## config.mk

```make
export PLATFORM = sky130hd
export DESIGN_NAME = delta_list_timer_queue
export DESIGN_NICKNAME = d
export VERILOG_FILES = /design/src/design/tlq_pkg.sv /design/src/design/delta_list_timer_queue.sv /design/src/design/tlq_mem.sv /design/src/design/tlq_alu.sv /design/src/design/tlq_ctrl.sv
export SDC_FILE = /design/constraint.sdc
export NUM_CORES = 1
export LEC_CHECK = 0
export ABC_AREA = 1
export BUFFER_PORTS_ARGS = -buffer_cell sky130_fd_sc_hd__buf_2
export CAP_MARGIN = 20
export CORE_AREA = 5 5 288 290
export DETAILED_ROUTE_END_ITERATION = 8
export DIE_AREA = 0 0 293 295
export SLEW_MARGIN = 0
export SYNTH_ARGS = -nofsm -noshare
export SYNTH_HDL_FRONTEND = slang
export SYNTH_SLANG_ARGS = --single-unit
```

## constraint.sdc

```tcl
create_clock -name clock -period 6.25 [get_ports clock]
set_clock_uncertainty 0.2 [all_clocks]
set_input_delay 0.625 -clock clock [delete_from_list [all_inputs] [get_ports clock]]
set_output_delay 0.625 -clock clock [all_outputs]
set_load 0.01 [all_outputs]
```

## src/design/tlq_pkg.sv

```systemverilog
// Shared types, constants and sequencer states of the delta-list timer queue.
`default_nettype none
package tlq_pkg;

   localparam int unsigned DELTA_W             = 16;
   localparam int unsigned PROC_W              = 8;
   localparam int unsigned TPS_W               = 8;
   localparam int unsigned KIND_W              = 2;
   localparam int unsigned MAX_WAKE            = 16;
   localparam int unsigned WAKE_CNT_W          = $clog2(MAX_WAKE + 1);
   localparam int unsigned QUEUE_DEPTH_DEFAULT = 16;

   localparam logic [TPS_W-1:0] TPS_RESET = 8'd120;

   localparam logic CMD_TICK   = 1'b0;
   localparam logic CMD_INSERT = 1'b1;

   localparam logic [KIND_W-1:0] KIND_WOKEN  = 2'd0;
   localparam logic [KIND_W-1:0] KIND_ACCEPT = 2'd1;
   localparam logic [KIND_W-1:0] KIND_FULL   = 2'd2;

   typedef struct packed {
      logic [DELTA_W-1:0] delta;
      logic [PROC_W-1:0]  proc;
   } entry_type;

   typedef enum logic [3:0] {
      ST_IDLE,
      ST_WALK,
      ST_SHIFT_RD,
      ST_SHIFT_WR,
      ST_PLACE,
      ST_DEC,
      ST_POP,
      ST_LOOK,
      ST_OUT
   } state_type;

endpackage
`default_nettype wire

```

## src/design/delta_list_timer_queue.sv

```systemverilog
// Top level of the delta-list timer queue: rate register, sequencer, store, subtractor.
//
//   channel  direction  handshake            beat
//   req_     in         req_valid/req_stall  command, delay_seconds, proc_id
//   rsp_     out        rsp_valid/rsp_stall  kind, woken_id, last
//   csr_     in         csr_valid/csr_ready  ticks_per_second
//
// A tick that does not complete a second is handled in idle. An insert walks the list,
// moves each later entry up by a read and a write, places its entry, then gives one
// result beat (a rejected one only that beat). A second step decrements the head and
// pops each woken process, one beat each; the single read port of the store paces this.
// Reset is synchronous and empties the queue; entries are not cleared.
// The request side stalls until the sequencer is idle again, after any last result beat.
`default_nettype none
module delta_list_timer_queue #(
   parameter int unsigned QUEUE_DEPTH = tlq_pkg::QUEUE_DEPTH_DEFAULT
) (
   input  wire logic                          clock,
   input  wire logic                          reset,
   input  wire logic                          req_valid,
   output logic                               req_stall,
   input  wire logic                          req_command,
   input  wire logic [tlq_pkg::DELTA_W-1:0]   req_delay_seconds,
   input  wire logic [tlq_pkg::PROC_W-1:0]    req_proc_id,
   output logic                               rsp_valid,
   input  wire logic                          rsp_stall,
   output logic [tlq_pkg::KIND_W-1:0]         rsp_kind,
   output logic [tlq_pkg::PROC_W-1:0]         rsp_woken_id,
   output logic                               rsp_last,
   input  wire logic                          csr_valid,
   output logic                               csr_ready,
   input  wire logic [tlq_pkg::TPS_W-1:0]     csr_ticks_per_second
);
   import tlq_pkg::*;

   localparam int unsigned AddrW = $clog2(QUEUE_DEPTH);

   logic [TPS_W-1:0]   tps_ff, tps_in;
   logic               mem_wr_en;
   logic [AddrW-1:0]   mem_wr_addr;
   entry_type          mem_wr_data;
   logic [AddrW-1:0]   mem_rd_addr;
   entry_type          mem_rd_data;
   logic [DELTA_W-1:0] alu_a;
   logic [DELTA_W-1:0] alu_b;
   logic [DELTA_W-1:0] alu_diff;
   logic               alu_ge;

   assign csr_ready = 1'b1;
   assign tps_in    = (csr_valid && csr_ready) ? csr_ticks_per_second : tps_ff;

   always_ff @(posedge clock) begin
      if (reset) begin
         tps_ff <= TPS_RESET;
      end else begin
         tps_ff <= tps_in;
      end
   end

   tlq_ctrl #(
      .QUEUE_DEPTH (QUEUE_DEPTH)
   ) u_ctrl (
      .clock             (clock),
      .reset             (reset),
      .ticks_per_second  (tps_ff),
      .req_valid         (req_valid),
      .req_stall         (req_stall),
      .req_command       (req_command),
      .req_delay_seconds (req_delay_seconds),
      .req_proc_id       (req_proc_id),
      .rsp_valid         (rsp_valid),
      .rsp_stall         (rsp_stall),
      .rsp_kind          (rsp_kind),
      .rsp_woken_id      (rsp_woken_id),
      .rsp_last          (rsp_last),
      .mem_wr_en         (mem_wr_en),
      .mem_wr_addr       (mem_wr_addr),
      .mem_wr_data       (mem_wr_data),
      .mem_rd_addr       (mem_rd_addr),
      .mem_rd_data       (mem_rd_data),
      .alu_a             (alu_a),
      .alu_b             (alu_b),
      .alu_diff          (alu_diff),
      .alu_ge            (alu_ge)
   );

   tlq_mem #(
      .QUEUE_DEPTH (QUEUE_DEPTH)
   ) u_mem (
      .clock      (clock),
      .wr_en      (mem_wr_en),
      .wr_addr    (mem_wr_addr),
      .wr_data    (mem_wr_data),
      .rd_addr    (mem_rd_addr),
      .rd_data_ff (mem_rd_data)
   );

   tlq_alu u_alu (
      .op_a   (alu_a),
      .op_b   (alu_b),
      .diff   (alu_diff),
      .a_ge_b (alu_ge)
   );

endmodule
`default_nettype wire

```

## src/design/tlq_mem.sv

```systemverilog
// Entry store of the timer queue: one write port, one registered read port.
`default_nettype none
module tlq_mem #(
   parameter int unsigned QUEUE_DEPTH = tlq_pkg::QUEUE_DEPTH_DEFAULT,
   localparam int unsigned AddrW = $clog2(QUEUE_DEPTH)
) (
   input  wire logic               clock,
   input  wire logic               wr_en,
   input  wire logic [AddrW-1:0]   wr_addr,
   input  wire tlq_pkg::entry_type wr_data,
   input  wire logic [AddrW-1:0]   rd_addr,
   output tlq_pkg::entry_type      rd_data_ff
);
   import tlq_pkg::*;

   entry_type mem [QUEUE_DEPTH];

   always_ff @(posedge clock) begin
      if (wr_en) begin
         mem[wr_addr] <= wr_data;
      end
   end

   always_ff @(posedge clock) begin
      rd_data_ff <= mem[rd_addr];
   end

endmodule
`default_nettype wire

```

## src/design/tlq_alu.sv

```systemverilog
// Shared subtract and compare unit for delay walk, delta fix-up and head decrement.
`default_nettype none
module tlq_alu (
   input  wire logic [tlq_pkg::DELTA_W-1:0] op_a,
   input  wire logic [tlq_pkg::DELTA_W-1:0] op_b,
   output logic [tlq_pkg::DELTA_W-1:0]      diff,
   output logic                             a_ge_b
);
   import tlq_pkg::*;

   logic [DELTA_W:0] wide_diff;

   assign wide_diff = {1'b0, op_a} - {1'b0, op_b};
   assign diff      = wide_diff[DELTA_W-1:0];
   assign a_ge_b    = ~wide_diff[DELTA_W];

endmodule
`default_nettype wire

```

## src/design/tlq_ctrl.sv

```systemverilog
// Sequencer of the timer queue: prescaler, insert walk and shift, head wake pops.
`default_nettype none
module tlq_ctrl #(
   parameter int unsigned QUEUE_DEPTH = tlq_pkg::QUEUE_DEPTH_DEFAULT,
   localparam int unsigned AddrW = $clog2(QUEUE_DEPTH)
) (
   input  wire logic                          clock,
   input  wire logic                          reset,
   input  wire logic [tlq_pkg::TPS_W-1:0]     ticks_per_second,
   input  wire logic                          req_valid,
   output logic                               req_stall,
   input  wire logic                          req_command,
   input  wire logic [tlq_pkg::DELTA_W-1:0]   req_delay_seconds,
   input  wire logic [tlq_pkg::PROC_W-1:0]    req_proc_id,
   output logic                               rsp_valid,
   input  wire logic                          rsp_stall,
   output logic [tlq_pkg::KIND_W-1:0]         rsp_kind,
   output logic [tlq_pkg::PROC_W-1:0]         rsp_woken_id,
   output logic                               rsp_last,
   output logic                               mem_wr_en,
   output logic [AddrW-1:0]                   mem_wr_addr,
   output tlq_pkg::entry_type                 mem_wr_data,
   output logic [AddrW-1:0]                   mem_rd_addr,
   input  wire tlq_pkg::entry_type            mem_rd_data,
   output logic [tlq_pkg::DELTA_W-1:0]        alu_a,
   output logic [tlq_pkg::DELTA_W-1:0]        alu_b,
   input  wire logic [tlq_pkg::DELTA_W-1:0]   alu_diff,
   input  wire logic                          alu_ge
);
   import tlq_pkg::*;

   localparam int unsigned CntW = $clog2(QUEUE_DEPTH + 1);

   state_type             state_ff, state_in;
   logic [CntW-1:0]       count_ff, count_in;
   logic [AddrW-1:0]      head_ff, head_in;
   logic [AddrW-1:0]      pos_ff, pos_in;
   logic [AddrW-1:0]      idx_ff, idx_in;
   logic [TPS_W-1:0]      presc_ff, presc_in;
   logic [WAKE_CNT_W-1:0] wake_n_ff, wake_n_in;
   logic [DELTA_W-1:0]    delay_ff, delay_in;
   logic [PROC_W-1:0]     id_ff, id_in;
   logic [PROC_W-1:0]     cur_proc_ff, cur_proc_in;
   logic [KIND_W-1:0]     kind_ff, kind_in;
   logic [PROC_W-1:0]     out_id_ff, out_id_in;
   logic                  last_ff, last_in;
   logic [TPS_W:0]        presc_next;

   function automatic logic [AddrW-1:0] phys(input logic [AddrW-1:0] head,
                                              input logic [AddrW-1:0] ofs);
      logic [AddrW:0] sum;
      sum = {1'b0, head} + {1'b0, ofs};
      if (sum >= (AddrW+1)'(QUEUE_DEPTH)) begin
         sum = sum - (AddrW+1)'(QUEUE_DEPTH);
      end
      return sum[AddrW-1:0];
   endfunction

   assign presc_next   = {1'b0, presc_ff} + (TPS_W+1)'(1);
   assign rsp_kind     = kind_ff;
   assign rsp_woken_id = out_id_ff;
   assign rsp_last     = last_ff;

   always_ff @(posedge clock) begin
      if (reset) begin
         state_ff  <= ST_IDLE;
         count_ff  <= '0;
         head_ff   <= '0;
         presc_ff  <= '0;
         wake_n_ff <= '0;
         pos_ff    <= '0;
         idx_ff    <= '0;
      end else begin
         state_ff  <= state_in;
         count_ff  <= count_in;
         head_ff   <= head_in;
         presc_ff  <= presc_in;
         wake_n_ff <= wake_n_in;
         pos_ff    <= pos_in;
         idx_ff    <= idx_in;
      end
   end

   always_ff @(posedge clock) begin
      delay_ff    <= delay_in;
      id_ff       <= id_in;
      cur_proc_ff <= cur_proc_in;
      kind_ff     <= kind_in;
      out_id_ff   <= out_id_in;
      last_ff     <= last_in;
   end

   always_comb begin
      state_in    = state_ff;
      count_in    = count_ff;
      head_in     = head_ff;
      pos_in      = pos_ff;
      idx_in      = idx_ff;
      presc_in    = presc_ff;
      wake_n_in   = wake_n_ff;
      delay_in    = delay_ff;
      id_in       = id_ff;
      cur_proc_in = cur_proc_ff;
      kind_in     = kind_ff;
      out_id_in   = out_id_ff;
      last_in     = last_ff;
      req_stall   = 1'b1;
      rsp_valid   = 1'b0;
      mem_wr_en   = 1'b0;
      mem_wr_addr = head_ff;
      mem_wr_data = mem_rd_data;
      mem_rd_addr = head_ff;
      alu_a       = delay_ff;
      alu_b       = mem_rd_data.delta;

      unique case (state_ff)
         ST_IDLE: begin
            req_stall = 1'b0;
            if (req_valid) begin
               id_in     = req_proc_id;
               delay_in  = (req_delay_seconds == '0) ? DELTA_W'(1) : req_delay_seconds;
               pos_in    = '0;
               wake_n_in = '0;
               if (req_command == CMD_INSERT) begin
                  if (count_ff == CntW'(QUEUE_DEPTH)) begin
                     kind_in   = KIND_FULL;
                     out_id_in = req_proc_id;
                     last_in   = 1'b1;
                     state_in  = ST_OUT;
                  end else begin
                     state_in = ST_WALK;
                  end
               end else if (presc_next < {1'b0, ticks_per_second}) begin
                  presc_in = presc_next[TPS_W-1:0];
               end else begin
                  presc_in = '0;
                  if (count_ff != '0) begin
                     state_in = ST_DEC;
                  end
               end
            end
         end
         ST_WALK: begin
            alu_a = delay_ff;
            alu_b = mem_rd_data.delta;
            if ((CntW'(pos_ff) < count_ff) && alu_ge) begin
               delay_in    = alu_diff;
               pos_in      = pos_ff + AddrW'(1);
               mem_rd_addr = phys(head_ff, pos_ff + AddrW'(1));
            end else begin
               idx_in   = count_ff[AddrW-1:0];
               state_in = ST_SHIFT_RD;
            end
         end
         ST_SHIFT_RD: begin
            if (idx_ff > pos_ff) begin
               mem_rd_addr = phys(head_ff, idx_ff - AddrW'(1));
               state_in    = ST_SHIFT_WR;
            end else begin
               state_in = ST_PLACE;
            end
         end
         ST_SHIFT_WR: begin
            alu_a       = mem_rd_data.delta;
            alu_b       = delay_ff;
            mem_wr_en   = 1'b1;
            mem_wr_addr = phys(head_ff, idx_ff);
            mem_wr_data = mem_rd_data;
            if (idx_ff == pos_ff + AddrW'(1)) begin
               mem_wr_data.delta = alu_diff;
            end
            idx_in   = idx_ff - AddrW'(1);
            state_in = ST_SHIFT_RD;
         end
         ST_PLACE: begin
            mem_wr_en         = 1'b1;
            mem_wr_addr       = phys(head_ff, pos_ff);
            mem_wr_data.delta = delay_ff;
            mem_wr_data.proc  = id_ff;
            count_in          = count_ff + CntW'(1);
            kind_in           = KIND_ACCEPT;
            out_id_in         = id_ff;
            last_in           = 1'b1;
            state_in          = ST_OUT;
         end
         ST_DEC: begin
            alu_a       = mem_rd_data.delta;
            alu_b       = DELTA_W'(1);
            cur_proc_in = mem_rd_data.proc;
            if (alu_ge) begin
               mem_wr_en         = 1'b1;
               mem_wr_addr       = head_ff;
               mem_wr_data.delta = alu_diff;
            end
            if (!alu_ge || alu_diff == '0) begin
               state_in = ST_POP;
            end else begin
               state_in = ST_IDLE;
            end
         end
         ST_POP: begin
            mem_rd_addr = phys(head_ff, AddrW'(1));
            state_in    = ST_LOOK;
         end
         ST_LOOK: begin
            kind_in     = KIND_WOKEN;
            out_id_in   = cur_proc_ff;
            last_in     = (count_ff == CntW'(1)) || (mem_rd_data.delta != '0)
                          || (wake_n_ff == WAKE_CNT_W'(MAX_WAKE - 1));
            cur_proc_in = mem_rd_data.proc;
            head_in     = phys(head_ff, AddrW'(1));
            count_in    = count_ff - CntW'(1);
            wake_n_in   = wake_n_ff + WAKE_CNT_W'(1);
            state_in    = ST_OUT;
         end
         ST_OUT: begin
            rsp_valid = 1'b1;
            if (!rsp_stall) begin
               state_in = last_ff ? ST_IDLE : ST_POP;
            end
         end
         default: begin
            state_in = ST_IDLE;
         end
      endcase
   end

endmodule
`default_nettype wire

```

* Word level (Yosys, flattened, before mapping)
Memories as Yosys holds them, arrays and structs flattened. A register that Yosys moved wholly into a read port is not among the register bits.
Cells that the tools add are included.
** Storage, ports and cells
- Register bits after elaboration :: 85
- Memory bits (writable) :: 384
- Input bits :: 38
- Output and inout port bits :: 14
- Word-level logic and storage cells :: 144
- Memories :: 1
** Cells by class
- Add/subtract/negate cells :: 17
- Magnitude comparators :: 8
- Equal/unequal tests :: 20
- Muxes and demuxes :: 57
- Bitwise gates (word level) :: 2
- Reduce and logical (&&, ||, !) cells :: 25
** Memory list
- u_mem.mem :: words 16, width 24, rd ports 1, clocked after Yosys merged registers in 1, write ports 1, RTL line tlq_mem.sv:16 : entry_type mem [QUEUE_DEPTH];
** Operators by type and width (number)
- two-way mux 16 bit :: 6
- two-way mux 4 bit :: 17
- case mux 16 bit (2 select lines) :: 2
- case mux 16 bit (3 select lines) :: 1
- two-way mux 8 bit :: 5
- logical NOT 16 bit :: 2
- case mux 4 bit (8 select lines) :: 1
- >= comparator 5 bit, second input constant :: 5
- case mux 4 bit (2 select lines) :: 3
- case mux 8 bit (3 select lines) :: 1
- subtractor 4 x 1 -> 4 bit, second input constant :: 6
- adder 4 x 4 -> 5 bit :: 4
- case mux 5 bit (2 select lines) :: 2
- subtractor 16 x 16 -> 17 bit :: 1
- == test 4 x 3 -> 1 bit, second input constant :: 4
- nonzero test 16 bit :: 1
- case mux 4 bit (3 select lines) :: 1
- adder 5 x 1 -> 5 bit, second input constant :: 2
- adder 8 x 1 -> 9 bit, second input constant :: 1
- < comparator 9 x 8 -> 1 bit :: 1
- two-way mux 3 bit :: 3
- == test 4 x 2 -> 1 bit, second input constant :: 2
- two-way mux 1 bit :: 8
- != test 2 bit, second input constant :: 4
- other kinds (31) :: 46

* Depth between registers and ports, before layout
Gate-level depths: netlist of the first run.
- Depth in word-level cells :: 8
- Depth in mapped cells :: 29
- Mapped depth without buffers :: 27

* Cells and area by module
From an unflattened synthesis of the first run, not the netlist that was laid out.
** Unflattened totals
- Cell total of the unflattened synthesis :: 2676
- Area, all modules :: 24123.1 um^2
** Modules (own cells, without submodules)
- tlq_mem :: times used 1, cells each 1597, area an instance 16951.3 um^2, seq. area each 12011.5 um^2
- tlq_ctrl :: times used 1, cells each 828, area an instance 5814.3 um^2, seq. area each 1971.9 um^2
- tlq_alu :: times used 1, cells each 206, area an instance 1042.2 um^2, seq. area each 0.0 um^2
- delta_list_timer_queue :: times used 1, cells each 45, area an instance 315.3 um^2, seq. area each 160.2 um^2

* Worst setup path before layout of the first run
Ideal clock, no wire load.
- Path kind :: register to register
- From :: reg u_ctrl.state_ff[1]
- To :: mem u_mem.mem[0][10] (netlist name) (data pin)
- Library setup time :: 0.419 ns
- Arrival time :: 3.945 ns
- Required time :: 5.631 ns
- Slack :: 1.686 ns
- Cell stages (with the launch flop) :: 20
- Buffers on the path :: 1
- Period minus slack after synthesis :: 4.564 ns
- Cell sequence :: dfxtp_1 -> inv_1 -> nand3_1 -> inv_1 -> nor2_1 -> clkbuf_1 -> o21ai_0 -> ha_1 -> inv_1 -> fa_1 -> nand2_1 -> nand2_1 -> nand3_1 -> nand2_2 -> nand2_2 -> nand2_4 -> nand2_1 -> o21ai_2 -> inv_1 -> o311ai_0
** RTL lines
- from (decl) :: RTL line tlq_ctrl.sv:34 : state_type state_ff, state_in;
- from (signal assigned) :: RTL line tlq_ctrl.sv:74 : state_ff <= state_in;
- to (decl) :: RTL line tlq_mem.sv:16

* Worst setup path after layout of the first run
- From :: reg u_ctrl.state_ff[2]
- To :: reg, netlist name u_mem.rd_data_ff[3]
** On the way
- Cells in the longest elaborated chain, start to end :: 8
- Elaborated cells on any way between the ends :: 13
- Those cells by class :: 1 x add/sub; 5 x eq/ne; 4 x mux; 1 x bitwise; 2 x reduce/logical
** RTL lines
- == test 4 x 2 -> 1 bit or == test 4 x 3 -> 1 bit (tied branches) :: RTL line tlq_ctrl.sv:116 : unique case (state_ff)
- OR reduction 2 bit (no line)
- two-way mux 16 bit :: RTL line tlq_ctrl.sv:116
- subtractor 16 x 16 -> 17 bit :: RTL line tlq_alu.sv:13 : assign wide_diff = {1'b0, op_a} - {1'b0, op_b};
- NOT 1 bit :: RTL line tlq_alu.sv:15 : assign a_ge_b = ~wide_diff[DELTA_W];
- logical AND 1 bit :: RTL line tlq_ctrl.sv:146 : if ((CntW'(pos_ff) < count_ff) && alu_ge) begin
- two-way mux 4 bit :: RTL line tlq_ctrl.sv:146
- case mux 4 bit (3 select lines) * :: RTL line tlq_ctrl.sv:116
Every way passes the cells marked *; elsewhere a longest branch is shown, timed or not.
A chain may end at the register's enable or synchronous reset.

==> summary.md, run 1 <==
| Metric | Value |
|---|---|
| Reg2Reg Launch Point | `u_ctrl.state_ff[2]` |
| R2R depth | `26` |
| Combinational group share of total power | `25.7%` |
| DR vias | `about 17000` |
| Vias in the first global route | `about 16000` |
| Clock group share of total power | `31.0%` |
| Total power | `10.0 mW` |
| Post-DP HPWL | `between 30000 and 40000 um` |
| CP max FO | `137` |
| F_max | `196 MHz` |
| Post-synthesis register bit count | `493` |
| Clock Pin Slew Worst Setup and Hold Paths | `60 ps` |
| Number of synthesized flops with an enable pin | `427` |
| Critical Path Most Common Cell | `nand2_1` |
| Worst path arrival time | `5460 ps` |
| Async SR Flop Fraction | `0%` |
| DRC | `0` |
| Worst Setup End Kind | `register` |
| Hold path startpoint | `csr_ticks_per_second[3]` |
| Die width | `293 um` |
| Setup violators final | `0` |
| Cells taking the most area after synthesis | `edfxtp_1, nand3_1, nand2_1` |
| First-pass GRT wire length | `96900 um` |
| Skew-Pair Late Insertion Delay | `620 ps` |
| Initial DRC count | `1584` |
| Static leakage | `11.0 nW` |
| Maximum vdd drop | `0.193 mV` |
| Mapped Avg Cell Area | `9.58 um2` |
| Die H | `295 um` |
| Fin area | `0.0270 mm2` |
| Tightest Hold Check Type | `primary input to register` |
| CTS sink count | `493` |
| Port Buffer Count | `50` |
| Seq/Total Area, Yosys | `around 60%` |
| R2R Path End | `u_mem.rd_data_ff[3]` |
| Final hold vios | `0` |
| Vias per cell | `4.80` |
| Max cap viols | `0` |
| Die area | `0.0864 mm2` |
| Dominant synthesized flop cell | `edfxtp_1` |
| Leading cell types in the layout, fill and taps excluded | `nand2_1, nand3_1, edfxtp_1, inv_1, o21ai_0` |
| Final worst path period share | `81.5%` |
| Worst Hold End | `tps_ff[3]` |
| Post-Syn Area | `0.0237 mm2` |
| Drt wl/cell | `approximately 17 um` |
| CP max-delay cell | `buf_12` |
| Clock tree buffer depth | `3` |
| Number of gates resized after cts | `0` |
| Row Count | `104` |
| Reg power frac | `43.4%` |
| First-pass DRT Iterations | `5` |
| Largest net degree at the start of global routing | `140` |
| Fraction of layout cells with a size suffix above 1 | `8.60%` |
| Gpl congestion | `roughly 0.85` |
| Layout net count | `2596` |
| Post-layout min period | `between 5000 and 6000 ps` |
| Postcts setup bufs | `0` |
| Htree depth | `2` |
| Drt total wl | `62400 um` |
| Initial Util | `29.6%` |
| Placed instance area | `0.0251 mm2` |
| Required time worst endpoint | `between 6000 and 7000 ps` |
| Outcome | `completed` |
| TritonCTS clock tree | `done` |
| Top cell type by total area after synthesis | `edfxtp_1` |
| Slew @ Worst Pin | `1140 ps` |
| Yosys Warn Count | `0` |
| Tot GR Track Use | `between 10% and 20%` |
| I/O pin count | `52` |
| Commonest non-fill, non-tap cell in the layout | `nand2_1` |
| GRT overflow | `0` |
| Synth top area share | `54.1%` |
| ANT nets after route | `0` |
| Syn Nets | `2563` |
| Mapped Cells | `2472` |
| Initial antenna violation count | `0` |
| Power Density | `between 300 and 400 mW/mm2` |
| Core area | `between 0.08 and 0.09 mm2` |
| Critical path class | `register to register` |
| Cell variety after synth | `between 50 and 60` |
| TNS Setup | `0 ps` |
| P_sw | `3.30 mW` |
| Cell-internal power | `6.71 mW` |
| Max incr delay on CP | `440 ps` |
| Cells on Worst Hold Path | `3` |
| Ant. Diodes | `0` |
| Sw Share | `33.0%` |
| Num CTS Buffers | `51` |
| Critical Path Start Type | `register` |
| Slew HR | `23.5%` |
| Unrepaired setup endpoints after global routing | `no` |
| Max-slew violations | `0` |
| Flop-to-flop setup slack | `1160 ps` |
| Root Driver | `clkbuf_16` |
| Area Overhead vs Synth | `13.8%` |
[state kept, by name, summed over array words and instances (netlist names)]
name / flops
u_ctrl.pos_ff: 4
u_ctrl.state_ff: 4
u_ctrl.head_ff: 4
u_mem.rd_data_ff: 24
u_ctrl.id_ff: 8
u_ctrl.count_ff: 5
u_ctrl.presc_ff: 8
u_mem.mem: 384
u_ctrl.delay_ff: 16
u_ctrl.rsp_woken_id: 8
u_ctrl.wake_n_ff: 5
tps_ff: 8
u_ctrl.cur_proc_ff: 8
u_ctrl.rsp_last: 1
u_ctrl.idx_ff: 4
u_ctrl.rsp_kind: 2
[cell families after synthesis]
| kind of cell | count (synthesis) | synth area share, % |
|---|---|---|
| AO/OA/AOI/OAI | 197 | 4.94 |
| XOR/XNOR | 25 | 0.924 |
| adder cells (fa/ha/maj) | 53 | 2.93 |
| buffers and inverters | 465 | 8.20 |
| flip-flops | 493 | 59.7 |
| other | 1 | 0.0158 |
| AND/OR/NAND/NOR | 1238 | 23.3 |
[power groups by stage]
stage / combinational (mW) / clock [mW] / sequential, mW
6_report: 2.57 / 3.10 / 4.34
5_1_grt: 2.88 / 3.30 / 4.36
4_1_cts: 2.54 / 3.17 / 4.34
3_5_place_dp: 2.53 / 0 / 4.41
3_3_place_gp: 2.51 / 0 / 4.41
2_1_floorplan: 1.71 / 0 / 4.32
[cell type report]
cell class / instances / area [um2]
clock buffers: 60 / 1310
clock inverters: 34 / 397
fillers: 8056 / 53100
inverters: 346 / 1300
multi-input cells: 1514 / 7770
flip-flops and latches: 493 / 14100
well taps: 1060 / 1330
repair buffers: 99 / 713
[cell usage after synthesis, types with 3 or more instances]
library cell and n:
nand3_1 483, a21o_1 5, xor2_1 16, o211ai_1 7
dfxtp_1 66, buf_1 3, inv_1 335, nand2_2 6
o21ai_0 74, buf_4 16, buf_6 7, a22oi_1 16
inv_2 10, nor4_1 9, nand3b_1 32, buf_2 65
a211oi_1 4, o311ai_0 4, xnor2_1 9, fa_1 4
nand2_1 610, nor2_1 68, nand2_4 4, o21ai_1 4
a21oi_1 55, nand4_1 10, ha_1 49, a31oi_1 6
a21oi_2 3, edfxtp_1 427, clkbuf_1 28, nor3_1 7
o221ai_1 5
[metrics by stage]
step | setup slack [ps] | utilization, % | hold WS, ps | std cells
after global placement | 1210 | 31.4 | 214 | 3499
final | 1160 | 33.7 | 40.2 | 3606
after global routing | 787 | 33.7 | 35.0 | 3606
after CTS | 987 | 33.6 | 4.30 | 3601
after floorplan | 1690 | - | 209 | 2472
after detailed placement | 1040 | 31.4 | 222 | 3499
[routing by layer]
layer | vias to the layer above | track usage, % | routed length [um]
met4 | 0 | 4.17 | 1660
met2 | 531 | 23.0 | 28900
met3 | 105 | 2.29 | 4170
met1 | 8247 | 19.5 | 27700
met5 | - | 0 | 0
li1 | 8425 | - | -
[worst max path at each step]
stage	start	to	cells past startpoint
after floorplan	u_ctrl.state_ff[1]	u_mem.mem[0][10]	19
after global placement	u_ctrl.state_ff[2]	u_mem.mem[13][22]	18
final	u_ctrl.state_ff[2]	u_mem.rd_data_ff[3]	26
after detailed placement	u_ctrl.state_ff[2]	u_mem.mem[13][22]	18
after global routing	u_ctrl.state_ff[2]	u_mem.rd_data_ff[10]	26
after CTS	u_ctrl.state_ff[2]	u_mem.mem[7][22]	19
[critical path, delay by kind of cell (launching register included)]
kind / cells / cell delay [ps]
simple gates: 18 / 2230
buf+inv: 5 / 1000
fa+ha+maj: 2 / 600
flops: 1 / 400
compound gates: 1 / 340
[repair_timing]
item / in CTS / in global routing
hold endpoints to repair: 8 / 0
endpoints found under the setup margin: 0 / 0
hold buffers: 8 / 0
No activity file was read; power rests on OpenSTA's default activity.
==> run 2: changes to the inputs <==
Clock period 6.25 ns to 4.7 ns, I/O delays scaled along.
==> summary.md, run 2 (same netlist as run 1, synthesis figures left out) <==
| Metric | Value |
|---|---|
| Root Driver | `clkbuf_16` |
| Htree depth | `2` |
| Tot GR Track Use | `14.4%` |
| Clock group share of total power | `31.5%` |
| Sw Share | `32.4%` |
| Max cap viols | `0` |
| Outcome | `completed` |
| Drt total wl | `64300 um` |
| Commonest non-fill, non-tap cell in the layout | `nand2_1` |
| Drt wl/cell | `17.5 um` |
| Fin area | `~0.028 mm2` |
| TNS Setup | `0 ps` |
| Fillers | `7986` |
| DR vias | `approximately 17000` |
| Ant. Diodes | `0` |
| Top Usage Layer GRT | `met2` |
| Clock Pin Slew Worst Setup and Hold Paths | `60 ps` |
| Row Count | `about 100` |
| Placed instance area | `between 0.02 and 0.03 mm2` |
| GR met3 Demand/Resource | `2.46%` |
| Maximum vdd drop | `roughly 0.25 mV` |
| Area Overhead vs Synth | `17.6%` |
| Slew @ Worst Pin | `between 900 and 1000 ps` |
| I/O pin count | `52` |
| Die area | `0.0864 mm2` |
| Pre-CTS WS | `282 ps` |
| TritonCTS clock tree | `done` |
| Vias in the first global route | `17000` |
| Met2 Use GR | `24.0%` |
| Met1 GRT Util | `19.5%` |
| Max reg flops | `about 380` |
| Layout Cells excl Fill | `3679` |
| Cell-internal power | `roughly 9.1 mW` |
| Fraction of layout cells with a size suffix above 1 | `a little over 10%` |
| Post-DP HPWL | `38800 um` |
| Power Density | `between 400 and 500 mW/mm2` |
| Largest registers | `u_mem.mem (384), u_mem.rd_data_ff (24), u_ctrl.delay_ff (16)` |
| Vias per cell | `4.74` |
| First-pass DRT Iterations | `5` |
| Layout net count | `2669` |
| Num CTS Buffers | `50` |
| Slew HR | `34.1%` |
| Port Buffer Count | `50` |
| Final hold vios | `0` |
| Worst path arrival time | `about 4400 ps` |
| Gpl congestion | `0.876` |
| Die width | `roughly 290 um` |
| Initial Util | `29.6%` |
| Reg power frac | `about 43%` |
| F_max | `~230 MHz` |
| Tightest Hold Check Type | `primary input to register` |
| Critical path class | `register to register` |
| Initial antenna violation count | `0` |
| Combinational group share of total power | `26.0%` |
| Post-layout min period | `roughly 4400 ps` |
| P_sw | `4.39 mW` |
| Worst Setup End Kind | `register` |
| Clock tree buffer depth | `3` |
| Final worst path period share | `93.2%` |
| CTS sink count | `493` |
| Hold Slack | `56.4 ps` |
| Static leakage | `11.5 nW` |
| Leading cell types in the layout, fill and taps excluded | `nand2_1, nand3_1, edfxtp_1, inv_1, o21ai_0` |
| CP max FO | `44` |
| Finished Core Util | `a little over a third` |
| Critical Path Start Type | `register` |
| GRT overflow | `0` |
| Reg2Reg Launch Point | `u_ctrl.state_ff[2]` |
| CP startpoint | `u_ctrl.state_ff[2]` |
| Setup WS post-layout | `319 ps` |
| ANT nets after route | `0` |
| Total power | `13.5 mW` |
| Required time worst endpoint | `4750 ps` |
| Die H | `295 um` |
| DRC | `0` |
| Skew-Pair Late Insertion Delay | `610 ps` |
| Core area | `0.0800 mm2` |
| First-pass GRT wire length | `about 99000 um` |
| Placed Cells | `3539` |
| Largest net degree at the start of global routing | `102` |
| Hold path startpoint | `csr_valid` |
| Max-slew violations | `0` |
| Most flops, register | `u_mem.mem` |
| Initial DRC count | `~1400` |
| Setup violators final | `0` |
## run 2: changes by cell type in the layout (fill, tap and decap cells not counted), sizes merged
cell         before  now
clkinvlp          2    0
buf              91  131
clkbuf           60   64
bufinv            7    9
nand2           620  621
inv             346  347
clkinv           25   20
dlygate4sd3       8   40
## run 2: critical path: stages, from the launching register on
cell	delay, ps
dfxtp_1	410
inv_2	50
nor2_1	150
nand3_1	210
inv_1	190
nor2_2	80
buf_8	200
nand2_1	70
o21ai_0	120
ha_1	230
inv_1	70
fa_1	190
nand2_1	70
nand2_1	130
nand3_1	120
nand2_2	110
nand2_2	60
nand2_4	110
nand2_1	100
nand2_1	220
nand3_1	370
nor2_4	220
buf_4	330
## run 2: power groups by stage
stage	clock, mW	combinational, mW	sequential [mW]
finish	4.26	3.51	5.76
floorplan	0	2.27	5.75
global route	4.52	3.94	5.78
global placement	0	3.43	5.85
detailed placement	0	3.44	5.84
CTS	4.34	3.49	5.76
## run 2: area by class of cell
class	count	area (um2)	share of cell area, %
Sequential cell	493	14100	50.7
Multi-Input combinational cell	1515	7790	27.9
Timing Repair Buffer	172	1540	5.54
Clock buffer	63	1350	4.84
Tap cell	1060	1330	4.76
Inverter	346	1310	4.68
Clock inverter	30	414	1.49
## run 2: final timing paths
| path | to | slack (ps) | depth (start not counted) |
|---|---|---|---|
| setup / recovery | u_mem.mem[2][12] | 320 | 22 |
| hold / removal | tps_ff[0] | 60 | 3 |
| hold reg to reg | u_ctrl.cur_proc_ff[5] | 230 | 0 |
| setup reg to reg | u_mem.mem[2][12] | 320 | 22 |
## run 2: routing by layer
layer	share of wire, %	wire, um
met5	0	0
met4	2.7	1740
met3	6.1	3900
met2	47	30400
met1	44	28200
## run 2: repair_timing
item                       in CTS  in global routing
setup buffers                   0                  5
hold endpoints to repair       40                  0
setup endpoints to repair       0                160
hold buffers                   40                  0
gates resized for setup         0                  7
==> run 3: changes to the inputs <==
Settings changed: CORE_AREA 5 5 288 290 to 5 5 236 238, DIE_AREA 0 0 293 295 to 0 0 241 243.
==> summary.md, run 3 (same netlist as run 1, synthesis figures left out) <==
| Metric | Value |
|---|---|
| Outcome | `completed` |
| Clock Pin Slew Worst Setup and Hold Paths | `60 ps` |
| Worst Setup End Kind | `register` |
| Sw Share | `between 30% and 40%` |
| I/O pin count | `52` |
| Slew @ Worst Pin | `985 ps` |
| Largest net degree at the start of global routing | `147` |
| Largest registers | `u_mem.mem (384), u_mem.rd_data_ff (24), u_ctrl.delay_ff (16)` |
| Tot GR Track Use | `21.4%` |
| CP max FO | `between 40 and 50` |
| Die H | `243 um` |
| Clock tree buffer depth | `3` |
| Post-layout min period | `4380 ps` |
| Gpl congestion | `~0.91` |
| Maximum vdd drop | `0.298 mV` |
| Drt wl/cell | `19.5 um` |
| Static leakage | `11.4 nW` |
| Commonest non-fill, non-tap cell in the layout | `nand2_1` |
| Most flops, register | `u_mem.mem` |
| Fillers | `just under 5000` |
| Layout net count | `2659` |
| First-pass DRT Iterations | `6` |
| Setup violators final | `0` |
| DR vias | `~18000` |
| Slew HR | `about a third` |
| Skew-Pair Late Insertion Delay | `approximately 600 ps` |
| Post-DP HPWL | `~38000 um` |
| Die area | `0.0586 mm2` |
| Critical Path Most Common Cell | `nand2_1` |
| Critical path class | `register to register` |
| Initial antenna violation count | `0` |
| Core area | `0.0534 mm2` |
| ANT nets after route | `0` |
| TNS Setup | `0 ps` |
| Ant. Diodes | `0` |
| Initial DRC count | `1768` |
| Row Count | `85` |
| Final hold vios | `0` |
| GRT overflow | `0` |
| Sequential Area | `0.0141 mm2` |
| Max cap viols | `0` |
| Max-slew violations | `0` |
| DRC | `0` |
| CP max-delay cell | `nor2_4` |
| Layout Cells excl Fill | `3307` |
| Clock group share of total power | `30.4%` |
| Max incr delay on CP | `450 ps` |
| First-pass GRT wire length | `98600 um` |
| Multi-input logic area | `between 0.007 and 0.008 mm2` |
| Unrepaired setup endpoints after global routing | `no` |
| Area Overhead vs Synth | `15.4%` |
| Required time worst endpoint | `about 4800 ps` |
| Htree depth | `2` |
| Critical path, cell by cell | `inv_2, nor2_1, nand3_1, inv_1, nor2_2, buf_12, o21ai_0, fa_1, nand2_1, nand2_1, nand3_1, nand2_2, nand2_2, nand2_4, nand2_1, nand2_1, nand3_1, nor2_4, buf_12` |
| TritonCTS clock tree | `done` |
| Hold Slack | `53.4 ps` |
| Num CTS Buffers | `52` |
| CTS sink count | `493` |
| Root Driver | `clkbuf_16` |
| Power Density | `489 mW/mm2` |
| Placed Cells | `~3200` |
| Combinational group share of total power | `26.3%` |
| Worst path arrival time | `around 4500 ps` |
| Fraction of layout cells with a size suffix above 1 | `between 9 and 10%` |
| Vias per cell | `around 5.4` |
| Initial Util | `between 40 and 50%` |
| Port Buffer Count | `50` |
| Max reg flops | `384` |
| F_max | `228 MHz` |
| Drt total wl | `64600 um` |
| Critical Path Start Type | `register` |
| Tightest Hold Check Type | `primary input to register` |
| Vias in the first global route | `16800` |
| Cell-internal power | `8.97 mW` |
| Leading cell types in the layout, fill and taps excluded | `nand2_1, nand3_1, edfxtp_1, inv_1, o21ai_0` |
| Reg power frac | `43.3%` |
| P_sw | `4.39 mW` |
| Die width | `241 um` |
| Final worst path period share | `93.3%` |
run 3: path summary, 6_finish.rpt:
path         cells after the start  slack [ps]                    end             startpoint
max                             19         320      u_mem.mem[15][16]     u_ctrl.state_ff[2]
min                              3          50    u_ctrl.delay_ff[11]  req_delay_seconds[11]
max reg2reg                     19         320      u_mem.mem[15][16]     u_ctrl.state_ff[2]
min reg2reg                      0         230  u_ctrl.cur_proc_ff[2]    u_mem.rd_data_ff[2]
run 3: metal layers:
layer  global-route usage (%)  wire length (um)  vias up
met5                        0                 0        -
met3                     3.09              4510      112
met4                     5.56              1440        0
met2                     34.3             30200      666
li1                         -                 -     8533
met1                     30.8             28500     8577
run 3: worst max-delay path, delay by kind of cell (launching register included):
family | cells | cell delay (ps)
buffers and inverters | 4 | 650
AO/OA/AOI/OAI | 1 | 360
flip-flops | 1 | 410
AND/OR/NAND/NOR | 13 | 2170
adder cells (fa/ha/maj) | 1 | 280
run 3: power groups by stage:
stage	Clock (mW)	Sequential (mW)	Combinational, mW
3_5_place_dp	0	5.87	3.41
6_report	4.06	5.79	3.51
2_1_floorplan	0	5.75	2.27
4_1_cts	4.15	5.78	3.45
5_1_grt	4.34	5.80	3.90
3_3_place_gp	0	5.87	3.38
run 3: through the flow:
| stage | setup WS (ps) | cell area [um2] | util, % | power [mW] |
|---|---|---|---|---|
| floorplan | 136 | 23700 | - | 8.03 |
| global placement | 399 | 25200 | 47.2 | 9.25 |
| detailed placement | 311 | 25200 | 47.2 | 9.28 |
| CTS | 270 | 27200 | 51.0 | 13.4 |
| global route | 55.4 | 27300 | 51.2 | 14.0 |
| finish | 315 | 27300 | 51.2 | 13.4 |
run 3: what timing repair did:
item / CTS / global route
endpoints found under the setup margin: 0 / 53
buffers inserted: 0 / 7
endpoints found under the hold margin: 34 / 0
resized for setup: 0 / 4
hold buffers: 34 / 0
run 3: final cells by class:
type	instances	share of cell area, %
Multi-Input combinational cell	1516	28.5
Clock inverter	23	0.883
Inverter	346	4.76
Timing Repair Buffer	159	5.68
Clock buffer	74	5.29
Sequential cell	493	51.7
Tap cell	696	3.19
